[config.mk]
export PLATFORM = sky130hd
export DESIGN_NAME = box_overlap_merger_top
export DESIGN_NICKNAME = d
export VERILOG_FILES = /design/src/bom_pkg.sv /design/src/bom_ram.sv /design/src/bom_ctrl.sv /design/src/bom_dp.sv /design/src/box_overlap_merger_top.sv
export SDC_FILE = /design/constraint.sdc
export NUM_CORES = 2
export LEC_CHECK = 0
export BUFFER_PORTS_ARGS = -buffer_cell sky130_fd_sc_hd__buf_2
export CORE_AREA = 3 3 461 280
export DETAILED_ROUTE_END_ITERATION = 8
export DIE_AREA = 0 0 464 283
export PLACE_DENSITY_LB_ADDON = 0.2
export SYNTH_ARGS = -nofsm -noshare
export SYNTH_HDL_FRONTEND = slang
export SYNTH_HIERARCHICAL = 1
export SYNTH_SLANG_ARGS = --single-unit
[constraint.sdc]
create_clock -name clk -period 11.15 [get_ports clk]
set_input_delay 0 -clock clk [delete_from_list [all_inputs] [get_ports clk]]
set_output_delay 0 -clock clk [all_outputs]
set_load 0.1 [all_outputs]
[src/bom_pkg.sv]
`default_nettype none
package bom_pkg;

  localparam int MAX_BOXES_DEF  = 16;
  localparam int COORD_BITS_DEF = 12;

  typedef enum logic [3:0] {
    S_IDLE,
    S_ROUND,
    S_ILOOP,
    S_READ,
    S_CMP,
    S_SHRD,
    S_SHWR,
    S_OUTRD,
    S_OUT
  } state_t;

  typedef struct packed {
    logic load;
    logic clr_list;
    logic round_init;
    logic pass_next;
    logic j_clr;
    logic i_inc;
    logic j_inc;
    logic hit;
    logic sh_rd;
    logic sh_wr;
    logic cnt_dec;
    logic out_rd;
    logic out_emit;
  } cmd_t;

  typedef struct packed {
    logic i_lt_cnt;
    logic j_lt_cnt;
    logic pass;
    logic changed;
    logic cond;
    logic sh_more;
    logic k_last;
  } status_t;

endpackage
`default_nettype wire

[src/bom_ram.sv]
`default_nettype none
module bom_ram #(
  parameter int WIDTH = 50,
  parameter int DEPTH = 16
) (
  input  wire logic                     clk,
  input  wire logic                     we,
  input  wire logic [$clog2(DEPTH)-1:0] waddr,
  input  wire logic [WIDTH-1:0]         wdata,
  input  wire logic [$clog2(DEPTH)-1:0] raddr_a,
  input  wire logic [$clog2(DEPTH)-1:0] raddr_b,
  output logic      [WIDTH-1:0]         rdata_a,
  output logic      [WIDTH-1:0]         rdata_b
);

  logic [WIDTH-1:0] mem [DEPTH];

  always_ff @(posedge clk) begin
    if (we) begin
      mem[waddr] <= wdata;
    end
    rdata_a <= mem[raddr_a];
    rdata_b <= mem[raddr_b];
  end

endmodule
`default_nettype wire

[src/bom_ctrl.sv]
`default_nettype none
module bom_ctrl (
  input  wire logic              clk,
  input  wire logic              rst_n,
  input  wire logic              start,
  input  wire logic              is_final,
  input  wire bom_pkg::status_t  st,
  output logic                   busy,
  output bom_pkg::cmd_t          cmd
);

  bom_pkg::state_t state_r, state_nxt;

  always_ff @(posedge clk) begin
    if (!rst_n) begin
      state_r <= bom_pkg::S_IDLE;
    end else begin
      state_r <= state_nxt;
    end
  end

  always_comb begin
    state_nxt = state_r;
    case (state_r)
      bom_pkg::S_IDLE: begin
        if (start && is_final) state_nxt = bom_pkg::S_ROUND;
      end
      bom_pkg::S_ROUND: state_nxt = bom_pkg::S_ILOOP;
      bom_pkg::S_ILOOP: begin
        if (st.i_lt_cnt) state_nxt = bom_pkg::S_READ;
        else if (!st.pass) state_nxt = bom_pkg::S_ILOOP;
        else if (st.changed) state_nxt = bom_pkg::S_ROUND;
        else state_nxt = bom_pkg::S_OUTRD;
      end
      bom_pkg::S_READ: begin
        state_nxt = st.j_lt_cnt ? bom_pkg::S_CMP : bom_pkg::S_ILOOP;
      end
      bom_pkg::S_CMP: begin
        state_nxt = st.cond ? bom_pkg::S_SHRD : bom_pkg::S_READ;
      end
      bom_pkg::S_SHRD: begin
        state_nxt = st.sh_more ? bom_pkg::S_SHWR : bom_pkg::S_READ;
      end
      bom_pkg::S_SHWR:  state_nxt = bom_pkg::S_SHRD;
      bom_pkg::S_OUTRD: state_nxt = bom_pkg::S_OUT;
      bom_pkg::S_OUT: begin
        state_nxt = st.k_last ? bom_pkg::S_IDLE : bom_pkg::S_OUTRD;
      end
      default: state_nxt = bom_pkg::S_IDLE;
    endcase
  end

  always_comb begin
    cmd  = '0;
    busy = (state_r != bom_pkg::S_IDLE);
    case (state_r)
      bom_pkg::S_IDLE:  cmd.load = start;
      bom_pkg::S_ROUND: cmd.round_init = 1'b1;
      bom_pkg::S_ILOOP: begin
        if (st.i_lt_cnt) cmd.j_clr = 1'b1;
        else if (!st.pass) cmd.pass_next = 1'b1;
      end
      bom_pkg::S_READ: begin
        if (!st.j_lt_cnt) cmd.i_inc = 1'b1;
      end
      bom_pkg::S_CMP: begin
        if (st.cond) cmd.hit = 1'b1;
        else cmd.j_inc = 1'b1;
      end
      bom_pkg::S_SHRD: begin
        if (st.sh_more) cmd.sh_rd = 1'b1;
        else cmd.cnt_dec = 1'b1;
      end
      bom_pkg::S_SHWR:  cmd.sh_wr = 1'b1;
      bom_pkg::S_OUTRD: cmd.out_rd = 1'b1;
      bom_pkg::S_OUT: begin
        cmd.out_emit = 1'b1;
        cmd.clr_list = st.k_last;
      end
      default: cmd = '0;
    endcase
  end

endmodule
`default_nettype wire

[src/bom_dp.sv]
`default_nettype none
module bom_dp #(
  parameter int MAX_BOXES  = bom_pkg::MAX_BOXES_DEF,
  parameter int COORD_BITS = bom_pkg::COORD_BITS_DEF
) (
  input  wire logic                  clk,
  input  wire logic                  rst_n,
  input  wire bom_pkg::cmd_t         cmd,
  output bom_pkg::status_t           st,
  input  wire logic [COORD_BITS-1:0] in_x,
  input  wire logic [COORD_BITS-1:0] in_y,
  input  wire logic [COORD_BITS-1:0] in_w,
  input  wire logic [COORD_BITS-1:0] in_h,
  output logic      [COORD_BITS-1:0] o_x,
  output logic      [COORD_BITS-1:0] o_y,
  output logic      [COORD_BITS:0]   o_w,
  output logic      [COORD_BITS:0]   o_h,
  output logic                       o_final,
  output logic                       o_dropped
);

  localparam int CW  = COORD_BITS;
  localparam int SW  = COORD_BITS + 1;
  localparam int XW  = COORD_BITS + 2;
  localparam int EW  = 2 * CW + 2 * SW;
  localparam int IW  = $clog2(MAX_BOXES);
  localparam int NW  = $clog2(MAX_BOXES + 1);
  localparam logic [NW-1:0] MAXN = NW'(MAX_BOXES);

  logic [NW-1:0] cnt_r, i_r, j_r, m_r, k_r;
  logic          ovf_r, pass_r, chg_r;

  logic          we;
  logic [IW-1:0] waddr, raddr_a, raddr_b;
  logic [EW-1:0] wdata, rd_a, rd_b;

  logic [CW-1:0] ax, ay, bx, by;
  logic [SW-1:0] aw, ah, bw, bh;
  logic [XW-1:0] ar, ab, br, bb;
  logic [CW-1:0] ul, ut;
  logic [XW-1:0] ur, ud;
  logic [SW-1:0] uw, uh;
  logic          holds, crosses;

  assign ax = rd_a[EW-1 -: CW];
  assign ay = rd_a[EW-1-CW -: CW];
  assign aw = rd_a[2*SW-1 -: SW];
  assign ah = rd_a[SW-1:0];
  assign bx = rd_b[EW-1 -: CW];
  assign by = rd_b[EW-1-CW -: CW];
  assign bw = rd_b[2*SW-1 -: SW];
  assign bh = rd_b[SW-1:0];

  assign ar = {2'b00, ax} + {1'b0, aw};
  assign ab = {2'b00, ay} + {1'b0, ah};
  assign br = {2'b00, bx} + {1'b0, bw};
  assign bb = {2'b00, by} + {1'b0, bh};

  assign holds   = (ax <= bx) && (br <= ar) && (ay <= by) && (bb <= ab);
  assign crosses = ({2'b00, bx} < ar) && (br > {2'b00, ax}) &&
                   ({2'b00, by} < ab) && (bb > {2'b00, ay});

  assign ul = (ax < bx) ? ax : bx;
  assign ut = (ay < by) ? ay : by;
  assign ur = (ar > br) ? ar : br;
  assign ud = (ab > bb) ? ab : bb;
  assign uw = SW'(ur - {2'b00, ul});
  assign uh = SW'(ud - {2'b00, ut});

  always_comb begin
    we    = 1'b0;
    waddr = cnt_r[IW-1:0];
    wdata = {in_x, in_y, 1'b0, in_w, 1'b0, in_h};
    if (cmd.load) begin
      we = (cnt_r < MAXN);
    end else if (cmd.hit) begin
      we    = pass_r;
      waddr = i_r[IW-1:0];
      wdata = {ul, ut, uw, uh};
    end else if (cmd.sh_wr) begin
      we    = 1'b1;
      waddr = m_r[IW-1:0];
      wdata = rd_a;
    end
  end

  always_comb begin
    logic [NW-1:0] m1;
    m1 = m_r + NW'(1);
    if (cmd.sh_rd) raddr_a = m1[IW-1:0];
    else if (cmd.out_rd) raddr_a = k_r[IW-1:0];
    else raddr_a = i_r[IW-1:0];
    raddr_b = j_r[IW-1:0];
  end

  bom_ram #(.WIDTH(EW), .DEPTH(MAX_BOXES)) u_ram (
    .clk     (clk),
    .we      (we),
    .waddr   (waddr),
    .wdata   (wdata),
    .raddr_a (raddr_a),
    .raddr_b (raddr_b),
    .rdata_a (rd_a),
    .rdata_b (rd_b)
  );

  always_ff @(posedge clk) begin
    if (!rst_n) begin
      cnt_r  <= '0;
      ovf_r  <= 1'b0;
      pass_r <= 1'b0;
      chg_r  <= 1'b0;
      i_r    <= '0;
      j_r    <= '0;
      m_r    <= '0;
      k_r    <= '0;
    end else begin
      if (cmd.load) begin
        if (cnt_r < MAXN) cnt_r <= cnt_r + NW'(1);
        else ovf_r <= 1'b1;
      end
      if (cmd.round_init) begin
        chg_r  <= 1'b0;
        pass_r <= 1'b0;
        i_r    <= '0;
        k_r    <= '0;
      end
      if (cmd.pass_next) begin
        pass_r <= 1'b1;
        i_r    <= '0;
      end
      if (cmd.j_clr) j_r <= '0;
      if (cmd.i_inc) i_r <= i_r + NW'(1);
      if (cmd.j_inc) j_r <= j_r + NW'(1);
      if (cmd.hit) begin
        chg_r <= 1'b1;
        m_r   <= j_r;
        if (j_r < i_r) i_r <= i_r - NW'(1);
      end
      if (cmd.sh_wr) m_r <= m_r + NW'(1);
      if (cmd.cnt_dec) cnt_r <= cnt_r - NW'(1);
      if (cmd.out_emit) k_r <= cmd.clr_list ? '0 : k_r + NW'(1);
      if (cmd.clr_list) begin
        cnt_r <= '0;
        ovf_r <= 1'b0;
      end
    end
  end

  always_comb begin
    st.i_lt_cnt = (i_r < cnt_r);
    st.j_lt_cnt = (j_r < cnt_r);
    st.pass     = pass_r;
    st.changed  = chg_r;
    st.cond     = (i_r != j_r) && (pass_r ? crosses : holds);
    st.sh_more  = ((m_r + NW'(1)) < cnt_r);
    st.k_last   = ((k_r + NW'(1)) == cnt_r);
  end

  assign o_x       = ax;
  assign o_y       = ay;
  assign o_w       = aw;
  assign o_h       = ah;
  assign o_final   = st.k_last;
  assign o_dropped = ovf_r;

  a_cnt_bound: assert property (@(posedge clk) disable iff (!rst_n) cnt_r <= MAXN)
    else $error("box count above capacity");
  a_hit_distinct: assert property (@(posedge clk) disable iff (!rst_n)
    cmd.hit |-> (i_r != j_r) && (j_r < cnt_r) && (i_r < cnt_r))
    else $error("pair hit on bad indexes");
  a_emit_nonempty: assert property (@(posedge clk) disable iff (!rst_n)
    cmd.out_emit |-> (cnt_r != '0) && (k_r < cnt_r))
    else $error("emit beyond list");
  a_clear: assert property (@(posedge clk) disable iff (!rst_n)
    cmd.clr_list |=> (cnt_r == '0) && !ovf_r)
    else $error("list not cleared after output");

endmodule
`default_nettype wire

[src/box_overlap_merger_top.sv]
// Channel   Handshake              Ports
// input     start & !busy          in_box_x in_box_y in_box_w in_box_h in_is_final
// result    out_valid (1 cycle)    out_x out_y out_w out_h out_final out_dropped
//
// An item, the final one too, is stored unless the list is full, which sets the
// dropped flag. After the final item each round initialises, then makes two passes
// testing each pair, merging on a hit and moving entries after a removed one down;
// repeat until no change. Results then leave; busy stays high until the last one.
// Reset (rst_n low, synchronous) empties the list and clears the dropped flag.
// The receiver cannot stall: each result is valid for exactly one cycle.
`default_nettype none
module box_overlap_merger_top #(
  parameter int MAX_BOXES  = bom_pkg::MAX_BOXES_DEF,
  parameter int COORD_BITS = bom_pkg::COORD_BITS_DEF
) (
  input  wire logic                  clk,
  input  wire logic                  rst_n,
  input  wire logic                  start,
  output logic                       busy,
  input  wire logic [COORD_BITS-1:0] in_box_x,
  input  wire logic [COORD_BITS-1:0] in_box_y,
  input  wire logic [COORD_BITS-1:0] in_box_w,
  input  wire logic [COORD_BITS-1:0] in_box_h,
  input  wire logic                  in_is_final,
  output logic                       out_valid,
  output logic      [COORD_BITS-1:0] out_x,
  output logic      [COORD_BITS-1:0] out_y,
  output logic      [COORD_BITS:0]   out_w,
  output logic      [COORD_BITS:0]   out_h,
  output logic                       out_final,
  output logic                       out_dropped
);

  bom_pkg::cmd_t    cmd;
  bom_pkg::status_t st;

  bom_ctrl u_ctrl (
    .clk      (clk),
    .rst_n    (rst_n),
    .start    (start),
    .is_final (in_is_final),
    .st       (st),
    .busy     (busy),
    .cmd      (cmd)
  );

  bom_dp #(.MAX_BOXES(MAX_BOXES), .COORD_BITS(COORD_BITS)) u_dp (
    .clk       (clk),
    .rst_n     (rst_n),
    .cmd       (cmd),
    .st        (st),
    .in_x      (in_box_x),
    .in_y      (in_box_y),
    .in_w      (in_box_w),
    .in_h      (in_box_h),
    .o_x       (out_x),
    .o_y       (out_y),
    .o_w       (out_w),
    .o_h       (out_h),
    .o_final   (out_final),
    .o_dropped (out_dropped)
  );

  assign out_valid = cmd.out_emit;

endmodule
`default_nettype wire
==> key figures <==
Die
  • FP Rows: 100
  • Chip width: 464 um
  • Initial Util: 38.2%
  • DIE AREA: 0.131 mm2
  • Die height: 283 um
  • I/O pin count: 106
  • Core area: 0.124 mm2

Place
  • DP HPWL: 99600 um
  • Port bufs: 105
  • Pre-CTS setup slack: 2.72 ns
  • Routability Congestion: 0.895

Drt
  • Drt pass-1 iters: 6
  • Via Count: 30.6k
  • First-iteration detailed-routing DRC count: 4028
  • Top Metal Used: met5
  • DRT Wirelength: 156000 um
  • WL/cell: 31.1 um
  • DR WL met3: 16200 um
  • Vias per inst: 6.08
  • Detail Route Antenna Nets: 0
  • Met2 wire len: 64100 um
  • Met1 wire length: 72700 um
  • DRC viols: 0

Setup path
  • Startpoint types: register
  • Max stage delay on crit path: 0.91 ns
  • CP required: 11.44 ns
  • CP arrival: 8.87 ns
  • Crit-path max FO: 37
  • Kind of critical path: register to register
  • Crit. End Element: register
  • CP max-delay cell: buf_4

Clock network
  • Clk sinks: 932
  • H-tree depth: 3
  • Cts bufs inserted: 89
  • Clock Latency Late Sink: 0.71 ns
  • CTS clk-pin slew, worst paths: 0.07 ns
  • Root buffer cell: clkbuf_16
  • CTS tree: built
  • Post-CTS setup repair buffer count: 0
  • Clock Path Buffers: 3
  • Cts repair resizes: 0

Job
  • Max-cap viol count: 0

STA
  • Fmax: 0.117 GHz
  • Final hold vios: 0
  • Max_slew headroom: 8.86%
  • Worst Tran Pin Value: 1.36 ns
  • RSZ-0062 raised after global routing: no
  • Final Setup Violations: 0
  • Final Worst Setup Slack: 2.57 ns
  • Setup TNS Final: 0 ns
  • Minimum clock period: 8.58 ns
  • Final Max Slew Viols: 0
  • Clock Skew: 0.0591 ns
  • Fin crit share: 77.0%

GRT
  • Vias in the first global route: 29.2k
  • Grt total ovfl: 0
  • Largest net degree at the start of global routing: 109
  • All-Layer GR Usage: 23.4%
  • First-pass GRT wire length: 221000 um
  • Initial antenna violation count: 12

Final layout
  • Final #Nets: 3519
  • Fill count: 11.1k
  • Synthesis-to-layout area growth: 13.0%
  • Core Util, Final: 43.2%
  • Share of cells above drive strength 1: 24.5%
  • Multi-input gate area: 0.0197 mm2
  • Sequential Area: 0.0267 mm2

Yosys
  • Yosys cell types: 85
  • EDFF count, synth: 800
  • Primary FF master, synth: edfxtp_1
  • Mapped Avg Cell Area: 15.2 um2
  • Post-synth top area cell: edfxtp_1
  • Sequential-to-total area share from yosys stat: 56.1%
  • Cells taking the most area after synthesis: edfxtp_1 51%, mux4_2 19%, dfxtp_1 5.6%, ha_1 5.1%, a22oi_1 3.6%
  • Synthesized flop and latch total: 932
  • Yosys top cell area share: 50.5%
  • Mapped cell area: 0.0475 mm2
  • Fraction of registers with async set/reset: 0%
  • Yosys warns: 6
  • Post-Syn Instances: 3129
  • Syn Nets: 3380

Power and ir drop
  • Total power: 10.0 mW
  • Reg power frac: 40.4%
  • Switching Share: 33.2%
  • Switching pwr: 3.32 mW
  • Gate power share: 27.5%
  • Clock network fraction of total power: 32.1%
  • VDD IR max: 111 uV
  • PwrDens: 186 mW/mm2
  • Cell Int Power: 6.69 mW
  • Leak Pwr: 18.1 nW

Worst hold path
  • Worst min path class: input pin to register

Run status
  • Outcome: finished clean
## per-layer routing
metal | vias to the layer above | GRT usage (%)
met5 | - | 0
met4 | 6 | 5.01
met3 | 169 | 5.87
met2 | 1518 | 31.9
met1 | 15901 | 37.1
li1 | 12994 | -
## cell type report
cell class,count,share of cell area [%]
repair buffers,232,3.01
clock inverters,58,1.29
clock buffers,108,4.41
well taps,1683,3.92
inverters,145,1.01
diodes,1,0.00466
flip-flops and latches,932,49.7
multi-input cells,1868,36.7
## synth_stat cells (all sizes together) (4+ instances only)
cell / number
dfxtp: 132
mux4: 400
nor4: 7
a31o: 4
a21oi: 144
nor2b: 30
nand3: 23
o31ai: 6
and2: 7
o21bai: 8
buf: 90
a22oi: 227
nand2: 163
a31oi: 8
mux2i: 34
nand3b: 5
fa: 7
edfxtp: 800
o211ai: 8
inv: 143
xnor2: 47
a211oi: 19
clkbuf: 94
a22o: 21
a211o: 6
nor3b: 8
ha: 192
o21a: 12
o22ai: 36
a21boi: 5
xor2: 28
o31a: 4
nand4: 14
nand2b: 24
o22a: 17
a221oi: 6
a21o: 36
a221o: 4
nor3: 20
or3: 5
a2111oi: 4
nor2: 142
o21ai: 92
and3: 10
## flip-flops by register name, indices dropped and copies added (netlist names), 4 cells and up
name and count:
u_dp/u_ram/mem 800, u_ctrl/state_r 4, u_dp/j_r 5, u_dp/i_r 5, u_dp/m_r 5, u_dp/cnt_r 5, u_dp/u_ram/rdata_b 50, u_dp/u_ram/rdata_a 50
u_dp/k_r 5
## layout by cell type, fill, tap and decap left out, types with 18 or more instances in the layout
cell type	synthesis	layout
mux4_2	400	400
nand2_1	163	161
nor2b_1	28	24
o22ai_1	35	35
buf_2	42	105
dfxtp_1	132	130
clkbuf_16	0	90
dlygate4sd3_1	0	30
mux2i_1	34	34
a21o_1	34	34
ha_1	192	192
a21oi_1	144	141
xor2_1	28	28
a22oi_1	227	227
nand2b_1	23	23
edfxtp_1	800	800
inv_1	143	142
nor2_1	142	124
clkinv_2	0	18
o21ai_0	80	75
xnor2_1	47	47
nand3_1	23	23
buf_4	24	92
a22o_1	21	21
## cells by family after synthesis
| group | after synthesis | synth area share [%] |
|---|---|---|
| flops | 932 | 56.1 |
| compound gates | 689 | 9.90 |
| simple gates | 468 | 4.60 |
| mux | 435 | 19.7 |
| buf+inv | 329 | 2.95 |
| fa+ha+maj | 201 | 5.39 |
| xor+xnor | 75 | 1.38 |
## worst paths after layout
path | start | endpoint | slack (ns) | cells past startpoint
max | u_dp/u_ram/rdata_b[26] | u_dp/u_ram/mem[2][31] | 2.57 | 26
min | in_box_w[4] | u_dp/u_ram/mem[13][17] | 0.02 | 3
max reg2reg | u_dp/u_ram/rdata_b[26] | u_dp/u_ram/mem[2][31] | 2.57 | 26
min reg2reg | u_dp/o_dropped | u_dp/o_dropped | 0.48 | 2
## through the flow
step,instances,hold slack [ns],area (um2)
floorplan,3129,0.122,47500
global placement,4828,0.299,50300
detailed placement,4828,0.308,50300
CTS,5023,0.00469,53700
global route,5026,0.00361,53700
finish,5027,0.0198,53700
## worst max-delay path, delay by kind of cell (launching register included)
| family | cells | cell delay (ns) |
|---|---|---|
| AOI/OAI and AO/OA | 9 | 2.57 |
| xor gates and xnor gates | 1 | 0.21 |
| adders and majority gates | 3 | 0.90 |
| buffers and inverters | 7 | 2.09 |
| DFF | 1 | 0.39 |
| and+or+nand+nor | 6 | 1.96 |
## timing repair
action | CTS | global route
setup endpoints to repair | 0 | 0
endpoints found under the hold margin | 418 | 2
hold buffers | 29 | 1
## power groups by stage
stage | Combinational (mW) | Sequential (mW) | Clock, mW
floorplan | 1.74 | 4.23 | 0
global placement | 2.70 | 4.11 | 0
detailed placement | 2.68 | 4.11 | 0
CTS | 2.71 | 4.04 | 3.28
global route | 3.00 | 4.05 | 3.41
finish | 2.76 | 4.04 | 3.22
Note: power is estimated with default switching activity, not from simulation.
